`src/rtl/timed_cubic_trajectory_pd_controller_macros.svh`:
```
// Assertion macros for the cubic trajectory PD servo.
// Used by modules with clock aclk and active-low reset aresetn.
`ifndef TIMED_CUBIC_TRAJECTORY_PD_CONTROLLER_MACROS_SVH
`define TIMED_CUBIC_TRAJECTORY_PD_CONTROLLER_MACROS_SVH

// Consequent must hold in the same cycle as the antecedent.
`define CTPD_ASSERT_NOW(lbl, ante, cons, msg) \
    lbl: assert property (@(posedge aclk) disable iff (!aresetn) (ante) |-> (cons)) \
        else $error(msg);

// Consequent must hold in the cycle after the antecedent.
`define CTPD_ASSERT_NEXT(lbl, ante, cons, msg) \
    lbl: assert property (@(posedge aclk) disable iff (!aresetn) (ante) |=> (cons)) \
        else $error(msg);

`endif

```
`src/rtl/ctpd_pkg.sv`:
```
// Shared types, widths and codes for the cubic trajectory PD servo.
// No dependencies.
package ctpd_pkg;

    localparam int JOINT_COUNT = 2;
    localparam int JOINTS_USED = (JOINT_COUNT < 2) ? JOINT_COUNT : 2;
    localparam int LANES       = 2;

    localparam int TIME_W  = 32;
    localparam int DUR_W   = 24;
    localparam int POSE_W  = 32;
    localparam int ANG_W   = 16;
    localparam int RATE_W  = 20;
    localparam int GAIN_W  = 16;
    localparam int TRQ_W   = 32;
    localparam int FRAC_W  = 24;
    localparam int S_W     = FRAC_W + 1;
    localparam int PROD_W  = ANG_W + 1 + S_W + 1;
    localparam int CFG_ADDR_W = 3;
    localparam int CFG_DATA_W = 32;
    localparam int CNT_W   = 5;
    localparam int S_DIV_STEPS    = FRAC_W;
    localparam int RATE_DIV_STEPS = RATE_W;

    localparam logic [CFG_ADDR_W-1:0] CFG_HOLD_TIME    = 3'd0;
    localparam logic [CFG_ADDR_W-1:0] CFG_FIRST_SWING  = 3'd1;
    localparam logic [CFG_ADDR_W-1:0] CFG_SECOND_SWING = 3'd2;
    localparam logic [CFG_ADDR_W-1:0] CFG_START_POSE   = 3'd3;
    localparam logic [CFG_ADDR_W-1:0] CFG_MIDDLE_POSE  = 3'd4;
    localparam logic [CFG_ADDR_W-1:0] CFG_END_POSE     = 3'd5;
    localparam logic [CFG_ADDR_W-1:0] CFG_POS_GAIN     = 3'd6;
    localparam logic [CFG_ADDR_W-1:0] CFG_RATE_GAIN    = 3'd7;

    typedef enum logic [1:0] {
        PH_HOLD   = 2'd0,
        PH_SWING1 = 2'd1,
        PH_SWING2 = 2'd2,
        PH_STOP   = 2'd3
    } phase_t;

    typedef enum logic [1:0] {
        ST_IDLE, ST_PROF, ST_LANE, ST_DONE
    } top_state_t;

    typedef enum logic [2:0] {
        PF_IDLE, PF_DIV, PF_MUL1, PF_MUL2, PF_DONE
    } prof_state_t;

    typedef enum logic [2:0] {
        LN_IDLE, LN_MUL, LN_PREP, LN_DIV, LN_RATE, LN_TMUL, LN_TSUM, LN_DONE
    } lane_state_t;

    // Blend h, g, dur and swing from the profile unit to every lane.
    typedef struct packed {
        logic [S_W-1:0]   h;
        logic [S_W-1:0]   g;
        logic [DUR_W-1:0] dur;
        logic             swing;
    } prof_res_t;

    // What one lane found for its joint.
    typedef struct packed {
        logic signed [TRQ_W-1:0]  torque;
        logic signed [ANG_W-1:0]  qref;
        logic signed [RATE_W-1:0] rref;
    } lane_res_t;

endpackage

```
`src/rtl/ctpd_profile.sv`:
```
// Shared profile unit: relative time, normalized time s, blend h and rate factor g.
// Depends on ctpd_pkg.
`include "timed_cubic_trajectory_pd_controller_macros.svh"

module ctpd_profile import ctpd_pkg::*; (
    input  logic               aclk,
    input  logic               aresetn,
    input  logic               start,
    input  logic [TIME_W-1:0]  time_now,
    input  phase_t             phase,
    input  logic [DUR_W-1:0]   hold_time,
    input  logic [DUR_W-1:0]   first_swing_time,
    input  logic [DUR_W-1:0]   second_swing_time,
    output prof_res_t          res,
    output logic               done
);

    localparam logic [S_W-1:0] ONE24 = S_W'(1) << FRAC_W;

    prof_state_t state_reg, state_next;

    logic [CNT_W-1:0]  cnt_reg;
    logic [DUR_W-1:0]  rem_reg;
    logic [DUR_W-1:0]  quot_reg;
    logic [DUR_W-1:0]  dur_reg;
    logic              swing_reg;
    logic              full_reg;
    logic [S_W-1:0]    s_reg;
    logic [S_W-1:0]    s2_reg;
    logic [2*S_W-4:0]  sg_reg;
    logic [S_W-1:0]    h_reg;
    logic [S_W-1:0]    g_reg;

    logic [DUR_W:0]    end1;
    logic [DUR_W:0]    t0;
    logic [DUR_W-1:0]  dur;
    logic [TIME_W:0]   diff;
    logic [TIME_W-1:0] tau_raw;
    logic [DUR_W-1:0]  tau;
    logic              swing;
    logic [DUR_W:0]    rem_sh;
    logic [S_W-1:0]    s_val;
    logic [2*S_W-1:0]  s2_prod;
    logic [2*S_W-1:0]  sg_prod;
    logic [S_W:0]      blend_m;
    logic [2*S_W:0]    h_prod;
    logic [2*S_W-1:0]  g_six;

    // Window of the current swing.
    always_comb begin
        end1  = {1'b0, hold_time} + {1'b0, first_swing_time};
        swing = (phase == PH_SWING1) || (phase == PH_SWING2);
        t0    = '0;
        dur   = '0;
        case (phase)
            PH_SWING1: begin
                t0  = {1'b0, hold_time};
                dur = first_swing_time;
            end
            PH_SWING2: begin
                t0  = end1;
                dur = second_swing_time;
            end
            default: ;
        endcase
        diff    = {1'b0, time_now} - {{(TIME_W-DUR_W){1'b0}}, t0};
        tau_raw = diff[TIME_W] ? '0 : diff[TIME_W-1:0];
        tau     = (tau_raw > {{(TIME_W-DUR_W){1'b0}}, dur}) ? dur : tau_raw[DUR_W-1:0];
    end

    always_comb begin
        rem_sh  = {rem_reg, 1'b0};
        s_val   = full_reg ? ONE24 : {1'b0, quot_reg};
        s2_prod = s_val * s_val;
        sg_prod = s_val * (ONE24 - s_val);
        blend_m = ({1'b0, ONE24} + {ONE24, 1'b0}) - {s_reg, 1'b0};
        h_prod  = s2_reg * blend_m;
        g_six   = {1'b0, sg_reg, 2'b00} + {2'b00, sg_reg, 1'b0};
    end

    always_comb begin
        state_next = state_reg;
        case (state_reg)
            PF_IDLE: if (start) state_next = PF_DIV;
            PF_DIV:  if (cnt_reg == CNT_W'(S_DIV_STEPS - 1)) state_next = PF_MUL1;
            PF_MUL1: state_next = PF_MUL2;
            PF_MUL2: state_next = PF_DONE;
            PF_DONE: state_next = PF_IDLE;
            default: state_next = PF_IDLE;
        endcase
    end

    always_comb begin
        done = (state_reg == PF_DONE);
        res  = '{h: h_reg, g: g_reg, dur: dur_reg, swing: swing_reg};
    end

    always_ff @(posedge aclk) begin
        if (!aresetn) begin
            state_reg <= PF_IDLE;
        end else begin
            state_reg <= state_next;
        end
    end

    always_ff @(posedge aclk) begin
        case (state_reg)
            PF_IDLE: begin
                if (start) begin
                    rem_reg   <= tau;
                    quot_reg  <= '0;
                    cnt_reg   <= '0;
                    dur_reg   <= dur;
                    swing_reg <= swing;
                    full_reg  <= (tau == dur);
                end
            end
            PF_DIV: begin
                // One quotient bit per cycle; tau <= dur so the remainder stays narrow.
                if (rem_sh >= {1'b0, dur_reg}) begin
                    rem_reg  <= DUR_W'(rem_sh - {1'b0, dur_reg});
                    quot_reg <= {quot_reg[DUR_W-2:0], 1'b1};
                end else begin
                    rem_reg  <= rem_sh[DUR_W-1:0];
                    quot_reg <= {quot_reg[DUR_W-2:0], 1'b0};
                end
                cnt_reg <= cnt_reg + CNT_W'(1);
            end
            PF_MUL1: begin
                s_reg  <= s_val;
                s2_reg <= s2_prod[FRAC_W+S_W-1:FRAC_W];
                sg_reg <= sg_prod[2*S_W-4:0];
            end
            PF_MUL2: begin
                h_reg <= h_prod[FRAC_W+S_W-1:FRAC_W];
                g_reg <= g_six[FRAC_W+S_W-1:FRAC_W];
            end
            default: ;
        endcase
    end

endmodule

```
`config.mk`:
```
export PLATFORM = sky130hd
export DESIGN_NAME = ctpd_profile
export DESIGN_NICKNAME = d
export VERILOG_FILES = /design/src/rtl/ctpd_pkg.sv /design/src/rtl/ctpd_profile.sv
export VERILOG_INCLUDE_DIRS = /design/src /design/src/rtl
export SDC_FILE = /design/constraint.sdc
export NUM_CORES = 2
export LEC_CHECK = 0
export BUFFER_PORTS_ARGS = -buffer_cell sky130_fd_sc_hd__buf_2
export CAP_MARGIN = 30
export CORE_UTILIZATION = 30
export CTS_CLUSTER_SIZE = 30
export DETAILED_ROUTE_END_ITERATION = 10
export SETUP_SLACK_MARGIN = 0.2
export SLEW_MARGIN = 20
export SYNTH_ARGS = -nofsm -noshare
export SYNTH_HDL_FRONTEND = slang
export SYNTH_SLANG_ARGS = --single-unit
```
`constraint.sdc`:
```
create_clock -name aclk -period 9.1 [get_ports aclk]
set_input_delay 2.275 -clock aclk [delete_from_list [all_inputs] [get_ports aclk]]
set_output_delay 2.275 -clock aclk [all_outputs]
set_load 0.02 [all_outputs]
```
* Word-level counts from Yosys, hierarchy flattened
Index checks and enable logic that the tools add are counted.
** Word-level totals
- Flip-flop bits (word level) :: 229
- Logic and storage cells :: 56
- Input bits :: 109
** Operators by class
- $mul :: 3
- Magnitude comparators :: 2
- Add/sub/neg operators :: 7
- Multiplexer cells :: 16
- Equal/unequal tests :: 10
- Reduce and logical (&&, ||, !) cells :: 6
** Operator list (number)
- one-hot mux 24 bit (2 select lines) :: 3
- 2-to-1 mux 24 bit :: 4
- one-hot mux 25 bit (2 select lines) :: 1
- adder 49 x 48 -> 49 bit :: 1
- multiplier 25 x 25 -> 49 bit :: 1
- multiplier 25 x 26 -> 49 bit :: 1
- multiplier 26 x 26 -> 47 bit :: 1
- subtractor 32 x 25 -> 33 bit :: 1
- greater-than comparator 32 x 24 -> 1 bit :: 1
- 2-to-1 mux 32 bit :: 1
- subtractor 25 x 25 -> 26 bit, first input constant :: 1
- subtractor 26 bit, first input constant :: 1
- adder 24 x 24 -> 25 bit :: 1
- >= comparator 25 x 24 -> 1 bit :: 1
- 2-to-1 mux 25 bit :: 1
- equality test 24 bit :: 1
- subtractor 24 bit :: 1
- one-hot mux 3 bit (4 select lines) :: 1
- one-hot mux 5 bit (2 select lines) :: 1
- equality test 3 x 2 -> 1 bit, second input constant :: 2
- 2-to-1 mux 3 bit :: 2
- AND reduction 2 bit :: 3
- adder 5 x 1 -> 5 bit, second input constant :: 1
- equality test 5 bit, second input constant :: 1
- other kinds (10) :: 11

* Logic depth before layout (Yosys ltp)
- Word-level depth :: 8
- Gate-level depth with buffers :: 40

* Worst setup path after synthesis
No wires, ideal clock.
- Path kind :: register to register
- Start :: register full_reg
- End :: register sg_reg[44], data pin
- Setup slack :: -0.586 ns
- Arrival :: 9.424 ns
- Library setup time :: 0.262 ns
- Stages on the path, launching flop included :: 40
- Buffers on the path :: 6
- Cells stage by stage :: edfxtp_1 -> clkbuf_1 -> clkbuf_1 -> clkbuf_1 -> nand2b_1 -> clkbuf_1 -> buf_1 -> ha_1 -> nand2_1 -> nor3_1 -> nand2_1 -> nor4_1 -> ha_1 -> clkbuf_1 -> nand2b_1 -> fa_1 -> inv_1 -> fa_1 -> [... 4 more ...] -> inv_1 -> fa_1 -> fa_1 -> inv_1 -> fa_1 -> ha_1 -> a21o_1 -> a21oi_1 -> nor2b_1 -> nor4b_1 -> a211oi_1 -> a211oi_1 -> nand2b_1 -> a21oi_1 -> o21a_1 -> or2_2 -> a211oi_1 -> xnor2_1
** Between the ends
- Cells in the longest elaborated chain, start to end :: 3
** Ends and longest elaborated chain
- start: declaration :: line ctpd_profile.sv:27 : logic full_reg;
- start signal: assignment :: line ctpd_profile.sv:115 : full_reg <= (tau == dur);
- 2-to-1 mux 25 bit (*) :: line ctpd_profile.sv:73 : s_val = full_reg ? ONE24 : {1'b0, quot_reg};
- subtractor 25 x 25 -> 26 bit :: line ctpd_profile.sv:75 : sg_prod = s_val * (ONE24 - s_val);
- multiplier 26 x 26 -> 47 bit (*) :: line ctpd_profile.sv:75
- named net sg_prod[44] :: line ctpd_profile.sv:44 : logic [2*S_W-1:0] sg_prod;
- end signal: assignment :: line ctpd_profile.sv:132 : sg_reg <= sg_prod[2*S_W-4:0];
- end: declaration :: line ctpd_profile.sv:30 : logic [2*S_W-4:0] sg_reg;
Mark *: on every way through the listed nets, which the timed path passes. The rest lies on a longest branch.
A chain may end at the register's enable or synchronous reset.

* Final worst setup path
Ends and elaborated chain as after synthesis.

==> results.md <==
* Root buf cell: clkbuf_16
* DP HPWL at 165,400 um
* Crit-path most repeated cell: fa_1
* Max_cap viols at 0
* Number of flip-flops in the largest register at 45
* Worst Tran Pin Value at between 1 and 1.5 ns
* DRT Pass-1 Iters at 5
* Critical path endpoint category: flip-flop
* Layout cell share with drive strength beyond 1 at 12.96%
* Max FO, Critical Path at 7
* Worst setup SP type: flip-flop
* Vias per cell at 4.656
* Row count at 178
* Worst VDD drop at 164.2 uV
* Largest family of logic cells by synthesized area: adder cells
* Seq/Total Area, Yosys at under 10%
* Adder-cell share of the synthesized area at 55.37%
* Final setup vio count at 0
* Fin crit share at a little over nine tenths
* CTS tree: built
* Clk_skew at 0.09120 ns
* RSZ-0062 raised after global routing: true
* Max incr delay on CP at 0.58 ns
* First-pass GRT wire length at 321,000 um
* Initial core utilization at 30.27%
* CP arrival at 9.31 ns
* Worst path bufs/invs at 9
* XOR/XNOR Fraction of Synth Area at under 10%
* Fin. Hold Viols at 0
* Maximum clock path buffer count at 3
* Crit-path slowest cell: fa_1
* GRT Total Usage at 16.75%
* Final min period at just under 9 ns
* Register bit total from synthesis at between 200 and 250
* Total gr overflow at 0
* Slew Limit Fails at 0
* Largest net degree at the start of global routing at 52
* Simple-gate share of the synthesized area at 14.93%
* Initial antenna violation count at 5
* Async S/R FF share, synth at 0%
* F_max at 0.1127 GHz
* Post-DRT Antenna Nets at 0
* Post-synth EDFFs at 224
* Avg WL per Cell at around 18 um
* Via count at 52,620
* Req. time, crit path at 9.54 ns
* YS warnings at 0
* H-Tree Depth at 1
* Num ports at approximately 190
* Die height at approximately 500 um
* Family with the most delay on the worst path: adder cells
* Pwr Density at around 67 nW/um^2
* Die X at 490.0 um
* Die footprint at ~240,000 sq um
* Gpl congestion at just over 0.9
* Mux share of post-synthesis cell area at less than 1%
* Port buffer count at 184
* Flop-to-flop setup slack at 0.22 ns
* DRC viols at 0
* Total CTS buffers at 30
* Mean area per synthesized cell at 9.421 sq um
* Worst Hold Class: reg2reg
* TNS Setup at 0 ns
* Clock-pin slew on the worst setup and hold paths at approximately 0.06 ns
* DRT iter0 DRCs at 3,636
* WL final at ~200,000 um
* Clock sinks at around 230
* Vias in the first global route at 57,750
* Pleak at between 40 and 50 nW
* Outcome: finished, final reports clean
* Compound-Gate Fraction of Synth Area at 6.287%
* Max-slew headroom at 29.78%
* Most common flop cell mapped by yosys: edfxtp_1
* Layout net count at between 10,000 and 15,000
* Synthesized area at 71,450 sq um
* Area Overhead vs Synth at 15.60%
* Core area at ~240,000 sq um
* Clk_lat worst skew at 0.69 ns
* Pwr Total at 0.005554 W
* Critical path type: reg2reg
* Post-synth cell types at 83
* Synthesized instance count at 7,584
* Post-layout util at 34.99%
-- stage by stage --
| step | setup WS (ns) | hold slack, ns | area [sq um] | std cells |
|---|---|---|---|---|
| after floorplan | 0.2072 | 0.4723 | 71810 | 7662 |
| after global placement | -0.5119 | 0.5793 | 79310 | 11160 |
| after detailed placement | -0.6150 | 0.5947 | 79410 | 11160 |
| after CTS | 0.1929 | 0.6040 | 81150 | 11240 |
| after global routing | -0.1101 | 0.6264 | 82590 | 11300 |
| final | 0.2241 | 0.5998 | 82600 | 11300 |
-- per-layer routing --
metal,GRT usage (%),part of all wire (%)
met1,23.75,46
met2,26.94,45
met5,0,0
met4,3.106,2.0
met3,2.719,6.8
-- layout by cell type, fill, tap and decap left out, types with 11 or more instances in the layout --
cell,n
buf_8,18
buf_2,186
a21oi_1,172
xnor2_2,12
nor2b_1,50
nand2_2,16
conb_1,80
buf_4,483
a21o_1,79
ha_1,670
fa_1,1523
o21bai_1,23
inv_2,19
xor2_1,56
nor4_2,12
ha_4,23
nor2_1,308
o21a_1,37
o21ai_0,106
clkbuf_16,32
a31oi_1,22
buf_12,15
xnor2_1,139
nand2_1,631
o21ai_1,11
and2_1,427
nand4_1,33
nand3_1,46
a21oi_2,15
a22oi_1,40
o211ai_1,20
inv_1,1768
nand2b_1,398
a211oi_1,22
buf_6,36
and3_1,21
nor3_1,38
edfxtp_1,224
fa_2,15
-- worst paths after layout --
| check | cells after the start | endpoint | startpoint |
|---|---|---|---|
| worst min register to register | 1 | cnt_reg[0]$_SDFFCE_PN0P_ | cnt_reg[0]$_SDFFCE_PN0P_ |
| worst max-delay path | 36 | sg_reg[44]$_DFFE_PN_ | full_reg$_DFFE_PP_ |
| worst max register to register | 36 | sg_reg[44]$_DFFE_PN_ | full_reg$_DFFE_PP_ |
| worst min-delay path | 1 | cnt_reg[0]$_SDFFCE_PN0P_ | cnt_reg[0]$_SDFFCE_PN0P_ |
-- cells in the mapped netlist, types with 64 or more instances --
cell	number	area share, %
a21o_1	79	0.83
fa_1	1538	43
nand2_1	649	3.4
a21oi_1	187	1.3
ha_1	701	12
o21ai_0	115	0.81
edfxtp_1	224	9.4
clkbuf_1	288	1.5
xnor2_1	160	2.0
and2_1	434	3.8
nand2b_1	409	3.6
inv_1	1787	9.4
nor2_1	324	1.7
nor2b_1	64	0.56
-- kinds of logic after synthesis --
group	after synthesis
multiplexers	9
other	2
adder cells (fa/ha/maj)	2239
AND/OR/NAND/NOR	2102
flip-flops	227
AO/OA/AOI/OAI	682
buffers and inverters	2101
XOR/XNOR	222
-- final cells by class --
cell class | instances | area (sq um)
Fill cell | 24050 | 153500
Multi-Input combinational cell | 5336 | 58590
Sequential cell | 227 | 6787
Inverter | 1788 | 6715
Timing Repair Buffer | 744 | 5635
Tap cell | 3150 | 3941
Clock buffer | 36 | 773.2
Clock inverter | 18 | 151.4
Antenna cell | 2 | 5.005
-- power breakdown --
| part | switching (W) | internal (W) | total, W |
|---|---|---|---|
| Clock | 0.000533 | 0.000634 | 0.00117 |
| Combinational | 0.00169 | 0.00140 | 0.00309 |
| Sequential | 0.0000331 | 0.00127 | 0.00130 |
-- repair_timing --
item,4_1_cts,5_1_grt
gates resized for setup,116,220
cloned,2,4
setup endpoints to repair,36,60
setup buffers,21,51
hold buffers,0,0
pin swaps,72,128
(Power assumes the default switching activity.)
