===== config.mk =====
export PLATFORM = sky130hd
export DESIGN_NAME = ctpd_lane
export DESIGN_NICKNAME = d
export VERILOG_FILES = /design/src/rtl/timed_cubic_trajectory_pd_controller_macros.svh /design/src/rtl/ctpd_pkg.sv /design/src/rtl/ctpd_lane.sv
export SDC_FILE = /design/constraint.sdc
export NUM_CORES = 2
export LEC_CHECK = 0
export ABC_AREA = 1
export BUFFER_PORTS_ARGS = -buffer_cell sky130_fd_sc_hd__buf_4
export CAP_MARGIN = 20
export CORE_MARGIN = 1.5
export CORE_UTILIZATION = 49
export CTS_BUF_LIST = sky130_fd_sc_hd__clkbuf_16
export DETAILED_ROUTE_END_ITERATION = 16
export HOLD_SLACK_MARGIN = 0.02
export MAX_ROUTING_LAYER = met4
export PLACE_DENSITY = 0.68
export SYNTH_ARGS = -nofsm -noshare
export SYNTH_HDL_FRONTEND = slang
export SYNTH_SLANG_ARGS = --single-unit

===== constraint.sdc =====
create_clock -name aclk -period 7.65 [get_ports aclk]
set_input_delay 1.1475 -clock aclk [delete_from_list [all_inputs] [get_ports aclk]]
set_output_delay 1.1475 -clock aclk [all_outputs]
set_load 0.01 [all_outputs]

===== src/rtl/timed_cubic_trajectory_pd_controller_macros.svh =====
// Assertion macros for the cubic trajectory PD servo.
// Used by modules with clock aclk and active-low reset aresetn.
`ifndef TIMED_CUBIC_TRAJECTORY_PD_CONTROLLER_MACROS_SVH
`define TIMED_CUBIC_TRAJECTORY_PD_CONTROLLER_MACROS_SVH

// Consequent must hold in the same cycle as the antecedent.
`define CTPD_ASSERT_NOW(lbl, ante, cons, msg) \
    lbl: assert property (@(posedge aclk) disable iff (!aresetn) (ante) |-> (cons)) \
        else $error(msg);

// Consequent must hold in the cycle after the antecedent.
`define CTPD_ASSERT_NEXT(lbl, ante, cons, msg) \
    lbl: assert property (@(posedge aclk) disable iff (!aresetn) (ante) |=> (cons)) \
        else $error(msg);

`endif


===== src/rtl/ctpd_pkg.sv =====
// Shared types, widths and codes for the cubic trajectory PD servo.
// No dependencies.
package ctpd_pkg;

    localparam int JOINT_COUNT = 2;
    localparam int JOINTS_USED = (JOINT_COUNT < 2) ? JOINT_COUNT : 2;
    localparam int LANES       = 2;

    localparam int TIME_W  = 32;
    localparam int DUR_W   = 24;
    localparam int POSE_W  = 32;
    localparam int ANG_W   = 16;
    localparam int RATE_W  = 20;
    localparam int GAIN_W  = 16;
    localparam int TRQ_W   = 32;
    localparam int FRAC_W  = 24;
    localparam int S_W     = FRAC_W + 1;
    localparam int PROD_W  = ANG_W + 1 + S_W + 1;
    localparam int CFG_ADDR_W = 3;
    localparam int CFG_DATA_W = 32;
    localparam int CNT_W   = 5;
    localparam int S_DIV_STEPS    = FRAC_W;
    localparam int RATE_DIV_STEPS = RATE_W;

    localparam logic [CFG_ADDR_W-1:0] CFG_HOLD_TIME    = 3'd0;
    localparam logic [CFG_ADDR_W-1:0] CFG_FIRST_SWING  = 3'd1;
    localparam logic [CFG_ADDR_W-1:0] CFG_SECOND_SWING = 3'd2;
    localparam logic [CFG_ADDR_W-1:0] CFG_START_POSE   = 3'd3;
    localparam logic [CFG_ADDR_W-1:0] CFG_MIDDLE_POSE  = 3'd4;
    localparam logic [CFG_ADDR_W-1:0] CFG_END_POSE     = 3'd5;
    localparam logic [CFG_ADDR_W-1:0] CFG_POS_GAIN     = 3'd6;
    localparam logic [CFG_ADDR_W-1:0] CFG_RATE_GAIN    = 3'd7;

    typedef enum logic [1:0] {
        PH_HOLD   = 2'd0,
        PH_SWING1 = 2'd1,
        PH_SWING2 = 2'd2,
        PH_STOP   = 2'd3
    } phase_t;

    typedef enum logic [1:0] {
        ST_IDLE, ST_PROF, ST_LANE, ST_DONE
    } top_state_t;

    typedef enum logic [2:0] {
        PF_IDLE, PF_DIV, PF_MUL1, PF_MUL2, PF_DONE
    } prof_state_t;

    typedef enum logic [2:0] {
        LN_IDLE, LN_MUL, LN_PREP, LN_DIV, LN_RATE, LN_TMUL, LN_TSUM, LN_DONE
    } lane_state_t;

    // Blend h, g, dur and swing from the profile unit to every lane.
    typedef struct packed {
        logic [S_W-1:0]   h;
        logic [S_W-1:0]   g;
        logic [DUR_W-1:0] dur;
        logic             swing;
    } prof_res_t;

    // What one lane found for its joint.
    typedef struct packed {
        logic signed [TRQ_W-1:0]  torque;
        logic signed [ANG_W-1:0]  qref;
        logic signed [RATE_W-1:0] rref;
    } lane_res_t;

endpackage


===== src/rtl/ctpd_lane.sv =====
// One joint lane: reference angle, reference rate divider and PD torque.
// Depends on ctpd_pkg.
module ctpd_lane import ctpd_pkg::*; (
    input  logic                     aclk,
    input  logic                     aresetn,
    input  logic                     start,
    input  prof_res_t                prof,
    input  logic signed [ANG_W-1:0]  q0,
    input  logic signed [ANG_W-1:0]  qf,
    input  logic signed [ANG_W-1:0]  q,
    input  logic signed [RATE_W-1:0] qd,
    input  logic [GAIN_W-1:0]        kp,
    input  logic [GAIN_W-1:0]        kv,
    output lane_res_t                res,
    output logic                     done
);

    localparam int DIVD_W = PROD_W + 1;
    localparam int REM_W  = DUR_W + 8;
    localparam int CMP_W  = DUR_W + 28;

    lane_state_t state_reg, state_next;

    logic signed [PROD_W-1:0] ph_reg;
    logic signed [PROD_W-1:0] num_reg;
    logic signed [ANG_W-1:0]  qref_reg;
    logic signed [RATE_W-1:0] rref_reg;
    logic signed [TRQ_W-1:0]  torque_reg;
    logic [REM_W-1:0]         rem_reg;
    logic [RATE_W-1:0]        dlo_reg;
    logic [RATE_W-1:0]        quot_reg;
    logic [CNT_W-1:0]         cnt_reg;
    logic                     ovf_reg;
    logic                     neg_reg;
    logic                     zero_reg;
    logic signed [GAIN_W+ANG_W+1:0]  p1_reg;
    logic signed [GAIN_W+RATE_W+1:0] p2_reg;

    logic signed [ANG_W:0]    dq;
    logic signed [PROD_W-1:0] ph_rnd;
    logic signed [PROD_W-1:0] ph_sh;
    logic signed [ANG_W+2:0]  qsum;
    logic signed [ANG_W-1:0]  qref_sat;
    logic [PROD_W-1:0]        mag;
    logic [DIVD_W-1:0]        div_d;
    logic [REM_W:0]           rs;
    logic [REM_W:0]           den;
    logic signed [RATE_W-1:0] rref_calc;
    logic signed [ANG_W:0]    e1;
    logic signed [RATE_W:0]   e2;
    logic signed [GAIN_W+RATE_W+2:0] acc;
    logic signed [GAIN_W+RATE_W+3:0] nacc;

    always_comb begin
        dq     = {qf[ANG_W-1], qf} - {q0[ANG_W-1], q0};
        ph_rnd = ph_reg + (PROD_W'(1) <<< (FRAC_W - 1));
        ph_sh  = ph_rnd >>> FRAC_W;
        qsum   = {{3{q0[ANG_W-1]}}, q0} + ph_sh[ANG_W+2:0];
        if (qsum > (ANG_W+3)'(32767)) begin
            qref_sat = 16'sh7FFF;
        end else if (qsum < -(ANG_W+3)'(32768)) begin
            qref_sat = 16'sh8000;
        end else begin
            qref_sat = qsum[ANG_W-1:0];
        end
        mag   = num_reg[PROD_W-1] ? PROD_W'(-num_reg) : num_reg;
        div_d = {1'b0, mag} + {{(DIVD_W-DUR_W-7){1'b0}}, prof.dur, 7'b0};
        rs    = {rem_reg, dlo_reg[RATE_W-1]};
        den   = {1'b0, prof.dur, 8'b0};
        // Round half away from zero, then clamp to the rate range.
        if (zero_reg) begin
            rref_calc = '0;
        end else if (!neg_reg) begin
            rref_calc = (ovf_reg || quot_reg[RATE_W-1]) ? {1'b0, {(RATE_W-1){1'b1}}}
                                                        : quot_reg;
        end else begin
            rref_calc = (ovf_reg || quot_reg > {1'b1, {(RATE_W-1){1'b0}}})
                        ? {1'b1, {(RATE_W-1){1'b0}}} : RATE_W'(-quot_reg);
        end
        e1   = {q[ANG_W-1], q} - {qref_reg[ANG_W-1], qref_reg};
        e2   = {qd[RATE_W-1], qd} - {rref_reg[RATE_W-1], rref_reg};
        acc  = p1_reg + p2_reg;
        nacc = -acc + (GAIN_W+RATE_W+4)'(128);
    end

    always_comb begin
        state_next = state_reg;
        case (state_reg)
            LN_IDLE: if (start) state_next = LN_MUL;
            LN_MUL:  state_next = LN_PREP;
            LN_PREP: state_next = LN_DIV;
            LN_DIV:  if (cnt_reg == CNT_W'(RATE_DIV_STEPS - 1)) state_next = LN_RATE;
            LN_RATE: state_next = LN_TMUL;
            LN_TMUL: state_next = LN_TSUM;
            LN_TSUM: state_next = LN_DONE;
            LN_DONE: state_next = LN_IDLE;
            default: state_next = LN_IDLE;
        endcase
    end

    always_comb begin
        done = (state_reg == LN_DONE);
        res  = '{torque: torque_reg, qref: qref_reg, rref: rref_reg};
    end

    always_ff @(posedge aclk) begin
        if (!aresetn) begin
            state_reg <= LN_IDLE;
        end else begin
            state_reg <= state_next;
        end
    end

    always_ff @(posedge aclk) begin
        case (state_reg)
            LN_MUL: begin
                ph_reg  <= dq * $signed({1'b0, prof.h});
                num_reg <= dq * $signed({1'b0, prof.g});
            end
            LN_PREP: begin
                qref_reg <= prof.swing ? qref_sat : q0;
                rem_reg  <= REM_W'(div_d[DIVD_W-1:RATE_W]);
                dlo_reg  <= div_d[RATE_W-1:0];
                ovf_reg  <= {{(CMP_W-DIVD_W){1'b0}}, div_d} >= {prof.dur, 28'b0};
                neg_reg  <= num_reg[PROD_W-1];
                zero_reg <= !prof.swing || (prof.dur == '0);
                quot_reg <= '0;
                cnt_reg  <= '0;
            end
            LN_DIV: begin
                if (rs >= den) begin
                    rem_reg  <= REM_W'(rs - den);
                    quot_reg <= {quot_reg[RATE_W-2:0], 1'b1};
                end else begin
                    rem_reg  <= rs[REM_W-1:0];
                    quot_reg <= {quot_reg[RATE_W-2:0], 1'b0};
                end
                dlo_reg <= {dlo_reg[RATE_W-2:0], 1'b0};
                cnt_reg <= cnt_reg + CNT_W'(1);
            end
            LN_RATE: rref_reg <= rref_calc;
            LN_TMUL: begin
                p1_reg <= $signed({1'b0, kp}) * e1;
                p2_reg <= $signed({1'b0, kv}) * e2;
            end
            LN_TSUM: begin
                // |acc| stays below 2^37, so the shifted value always fits 32 bits.
                torque_reg <= nacc[TRQ_W+7:8];
            end
            default: ;
        endcase
    end

endmodule


# Word level (Yosys, flattened, before mapping)
# Index checks and enable logic that the tools add are counted.
# op_classes
multipliers	4
n_addsub	13
n_shift	0
magnitude_cmp	5
bitwise_logic	0
div	0
muxes	16
eq_ne	10
reduce_logical	8
# op_table
op	count
multiplier 17 x 26 -> 43 bit	2
case mux 20 bit (2 select lines)	2
case mux 32 bit (2 select lines)	1
2-to-1 mux 20 bit	3
>= comparator 44 x 52 -> 1 bit	1
2-to-1 mux 16 bit	3
adder 43 x 31 -> 44 bit	1
adder 43 x 25 -> 43 bit, second input constant	1
2-to-1 mux 43 bit	1
negator 43 bit	1
adder 40 x 9 -> 40 bit, second input constant	1
negator 39 -> 40 bit	1
adder 34 x 38 -> 39 bit	1
multiplier 17 x 21 -> 38 bit	1
multiplier 17 x 17 -> 34 bit	1
subtractor 16 x 16 -> 17 bit	2
>= comparator 33 x 32 -> 1 bit	1
2-to-1 mux 32 bit	1
subtractor 32 bit	1
zero test 24 bit	1
case mux 3 bit (8 select lines)	1
subtractor 20 x 20 -> 21 bit	1
> comparator 20 bit, second input constant	1
negator 20 bit	1
17 further kinds	25
# totals
out_inout_bits	69
rom_bits	0
latch_bits	0
elab_cells	71
inputBits	178
mem_count	0
ff_bits	309
mem_bits_rw	0

# Longest topological paths before layout
# logic_depth
depth_word	6
depth_mapped	41
ltp_nobuf	40

# Worst setup path after synthesis
# No wires, ideal clock.
# synth_timing
path_kind	input-to-reg
startpoint	input qd[0]
endpoint	register p2_reg[34], data pin
arrival_ns	7.560
t_required_ns	7.388
setup_ns	0.262
stages	33
slack_ns	-0.172
cell_sequence	inv_1 > ha_1 > fa_1 > inv_1 > nand3_1 > nand2_1 > a21oi_2 > o21ai_2 > a21oi_2 > o21bai_1 > a21boi_1 > nand2_1 > clkbuf_1 > nand3_1 > fa_1 > inv_1 > fa_1 > inv_1 > fa_1 > inv_1 > fa_1 > inv_1 > fa_1 > inv_1 > fa_1 > ha_1 > nand2_1 > nor4_1 > o21ai_0 > nand3_1 > a21o_1 > a21oi_1 > xor2_1
# synth_between
elab_chain_cells	2
# synth_lines
element	line_no	rtl
from (decl)	ctpd_lane.sv:11	input logic signed [RATE_W-1:0] qd,
subtractor 20 x 20 -> 21 bit	ctpd_lane.sv:81	e2 = {qd[RATE_W-1], qd} - {rref_reg[RATE_W-1], rref_reg};
multiplier 17 x 21 -> 38 bit	ctpd_lane.sv:144	p2_reg <= $signed({1'b0, kv}) * e2;
to (signal assigned)	ctpd_lane.sv:144	
to (decl)	ctpd_lane.sv:37	logic signed [GAIN_W+RATE_W+1:0] p2_reg;
# No other way between the ends.
# A chain may end at the register's enable or synchronous reset.

# Worst setup path in the final report
# layout_timing
startpoint	input qd[2]
endpoint	register p2_reg[34], data pin
# The elaborated chain is that of the path after synthesis.

==> flow_summary.yaml <==
clock_network:
  hold_buffers: 0
  numClockSinks: 286
  cts_root_buffer: "clkbuf_16"
  path_clk_slew_ns: 0.06
  cts_buffers: 36
  cts_buffer_depth: 3
  cts_tree: "yes"
  htreeDepth: 2
  clock_latency_ns: 0.59
placement:
  place_ws_ns: -0.905
  port_buffers: 246
  gp_congestion: 1.01
  placed_cells: 11682
  dp_hpwl_um: 190000
synth:
  yosysWarnings: 0
  ys.flop_type: "edfxtp_1"
  ys_async_sr_fraction_pct: 0
  yosysUniqueCellTypes: 66
  synth_edf_count: 283
  netlist_area_um2: 71700
  synth.avg_cell_area_um2: 8.03
  yosys_register_bits: 286
  yosysSeqAreaShare_pct: 11.9
  synth.net_count: 11066
  syn_inst: 8932
floorplanning:
  initial_core_util_pct: 49.3
  dieArea_um2: 149000
  io-pin-count: 247
  row_count: 140
  die_w_um: 385
  die_h_um: 385
  core_um2: 145000
critical_path:
  crit_slowest_cell: "fa_2"
  reg2reg_to: "p1_reg[31]$_DFFE_PP_"
  cp.arrival_ns: 7.86
  crit_required_ns: 7.96
  start_kind: "primary input"
  crit_path_start: "qd[2]"
  r2r-start: "qref_reg[1]$_DFFE_PP_"
  critPathMostFrequentCell: "fa_1"
  cpPeakStageDelay_ns: 0.56
  worst_setup_path_end_kind: "register"
  ff2ff_path_depth: 33
  reg2reg_slack_ns: 0.16
  critical_path.max_fanout: 6
  critPathKind: "in -> reg"
global_routing:
  grt_pass1_vias: 64241
  grt-ovfl-total: 0
  grt_pass1_wl_um: 347000
  grt_use_total_pct: 30.9
  antenna_found_initial: 14
  grt_max_degree: 78
cells_and_area:
  nFillCells: 13064
  drive_above_1_share_pct: 17.4
  largest_register_ffs: 43
  synthToLayoutAreaGrowth_pct: 19.6
  fin_nets: 12001
  final_common_cell: "inv_1"
  stdcell_count: 11823
  final_cell_mix: "inv_1, nand2_1, fa_1"
  utilization_pct: 59.0
timing:
  max_freq_mhz: 132
  min_period_ns: 7.55
  skew_ns: 0.0295
  drv_slew: 0
  min_period_over_period_pct: 98.7
  relSlewSlack_pct: 34.2
  tightestPinTransition_ns: 0.986
  finalSetupViolCount: 0
  rsz0062_at_grt: "true"
  hold_viol_final: 0
  fin_tns_setup_ns: 0
  finalWorstSetupSlack_ns: 0.102
detailed_routing:
  drt_iter0_drc: 4621
  vias: 62202
  drt-total-wl_um: 224000
  routed_via_density: 5.26
  ant_nets: 0
  wire_per_inst_um: 19.0
  drt_pass1_iterations: 7
  drc: 0
hold_path:
  min_from: "dlo_reg[11]$_DFFE_PP_"
  min_to: "dlo_reg[12]$_DFFE_PP_"
  whs_path_depth: 2
  hold_class: "reg -> reg"
outcome:
  run_status: "finished clean"
run:
  drv_cap: 0
==> per-layer routing <==
metal / vias up / global-route usage (%) / wire [µm]
met5: - / - / 0
met3: 402 / 4.48 / 17300
met1: 30510 / 40.2 / 93700
met4: 0 / 9.68 / 8120
met2: 2315 / 50.0 / 105000
li1: 28975 / - / -
==> cells by family (layout without fill, tap and decap cells) <==
| logic type | count (synthesis) | count (layout) | synth area share (%) |
|---|---|---|---|
| buffers and inverters | 2436 | 3398 | 12.9 |
| adders and majority gates | 1956 | 1956 | 47.1 |
| DFF | 286 | 286 | 11.9 |
| AOI/OAI and AO/OA | 857 | 857 | 6.75 |
| and+or+nand+nor | 3115 | 3115 | 17.9 |
| other | 1 | 13 | 0.00523 |
| xor gates and xnor gates | 281 | 281 | 3.44 |
==> worst max-delay path by stage <==
| stage | to | slack [ns] | cells after the start |
|---|---|---|---|
| after global placement | p1_reg[30]$_DFFE_PP_ | -0.78 | 28 |
| after detailed placement | p1_reg[32]$_DFFE_PP_ | -0.90 | 28 |
| after global routing | ph_reg[36]$_DFFE_PP_ | -0.16 | 40 |
| final | p2_reg[34]$_DFFE_PP_ | 0.10 | 34 |
| after CTS | p2_reg[29]$_DFFE_PP_ | 0.01 | 32 |
| after floorplan | p2_reg[34]$_DFFE_PP_ | 0.003 | 33 |
==> critical path: cells and delay by family <==
| family | cells | cell delay (ns) |
|---|---|---|
| compound gates | 6 | 0.92 |
| buf+inv | 10 | 0.95 |
| fa+ha+maj | 8 | 3.71 |
| xor+xnor | 1 | 0.17 |
| simple gates | 9 | 0.98 |
==> cell type report <==
cell class	count	area, µm²	share of cell area, %
Antenna cell	12	30.0	0.0350
Clock buffer	36	901	1.05
Clock inverter	29	297	0.346
Inverter	2196	8270	9.64
Multi-Input combinational cell	6210	56000	65.3
Sequential cell	286	8560	9.98
Tap cell	1917	2400	2.80
Timing Repair Buffer	1137	9280	10.8
==> what timing repair did <==
item                                    CTS  global route
hold endpoints to repair                  0             0
endpoints found under the setup margin   25            79
cloned                                    0             2
pin swaps                                 2           223
buffers inserted                          1            64
resized for setup                        17           494
==> Yosys cell counts, types with 12 or more instances <==
master / n / area share (%)
a21boi_0: 13 / 0.14
a21o_1: 23 / 0.24
a21oi_1: 407 / 2.8
a31oi_1: 40 / 0.35
buf_2: 37 / 0.26
clkbuf_1: 185 / 0.97
clkinv_1: 17 / 0.089
edfxtp_1: 283 / 12
fa_1: 1237 / 35
ha_1: 719 / 13
inv_1: 2159 / 11
inv_2: 20 / 0.10
nand2_1: 1497 / 7.8
nand2_2: 25 / 0.22
nand3_1: 319 / 2.2
nand4_1: 55 / 0.48
nor2_1: 1018 / 5.3
nor2_2: 16 / 0.14
nor3_1: 68 / 0.47
nor4_1: 24 / 0.21
o211ai_1: 12 / 0.13
o21a_1: 28 / 0.29
o21ai_0: 238 / 1.7
o21ai_1: 13 / 0.091
o21bai_1: 21 / 0.22
o31ai_1: 12 / 0.13
or2_2: 47 / 0.41
xnor2_1: 108 / 1.3
xor2_1: 172 / 2.1
==> through the flow <==
step | hold slack (ns) | instance area, µm²
after global placement | 0.504 | 81700
final | 0.527 | 85800
after CTS | 0.523 | 83000
after detailed placement | 0.506 | 81700
after floorplan | 0.487 | 71800
after global routing | 0.544 | 85800
Power is left out: the tool's default activity adds up to more than one toggle a clock period on the data nets, which glitch-free logic cannot reach.
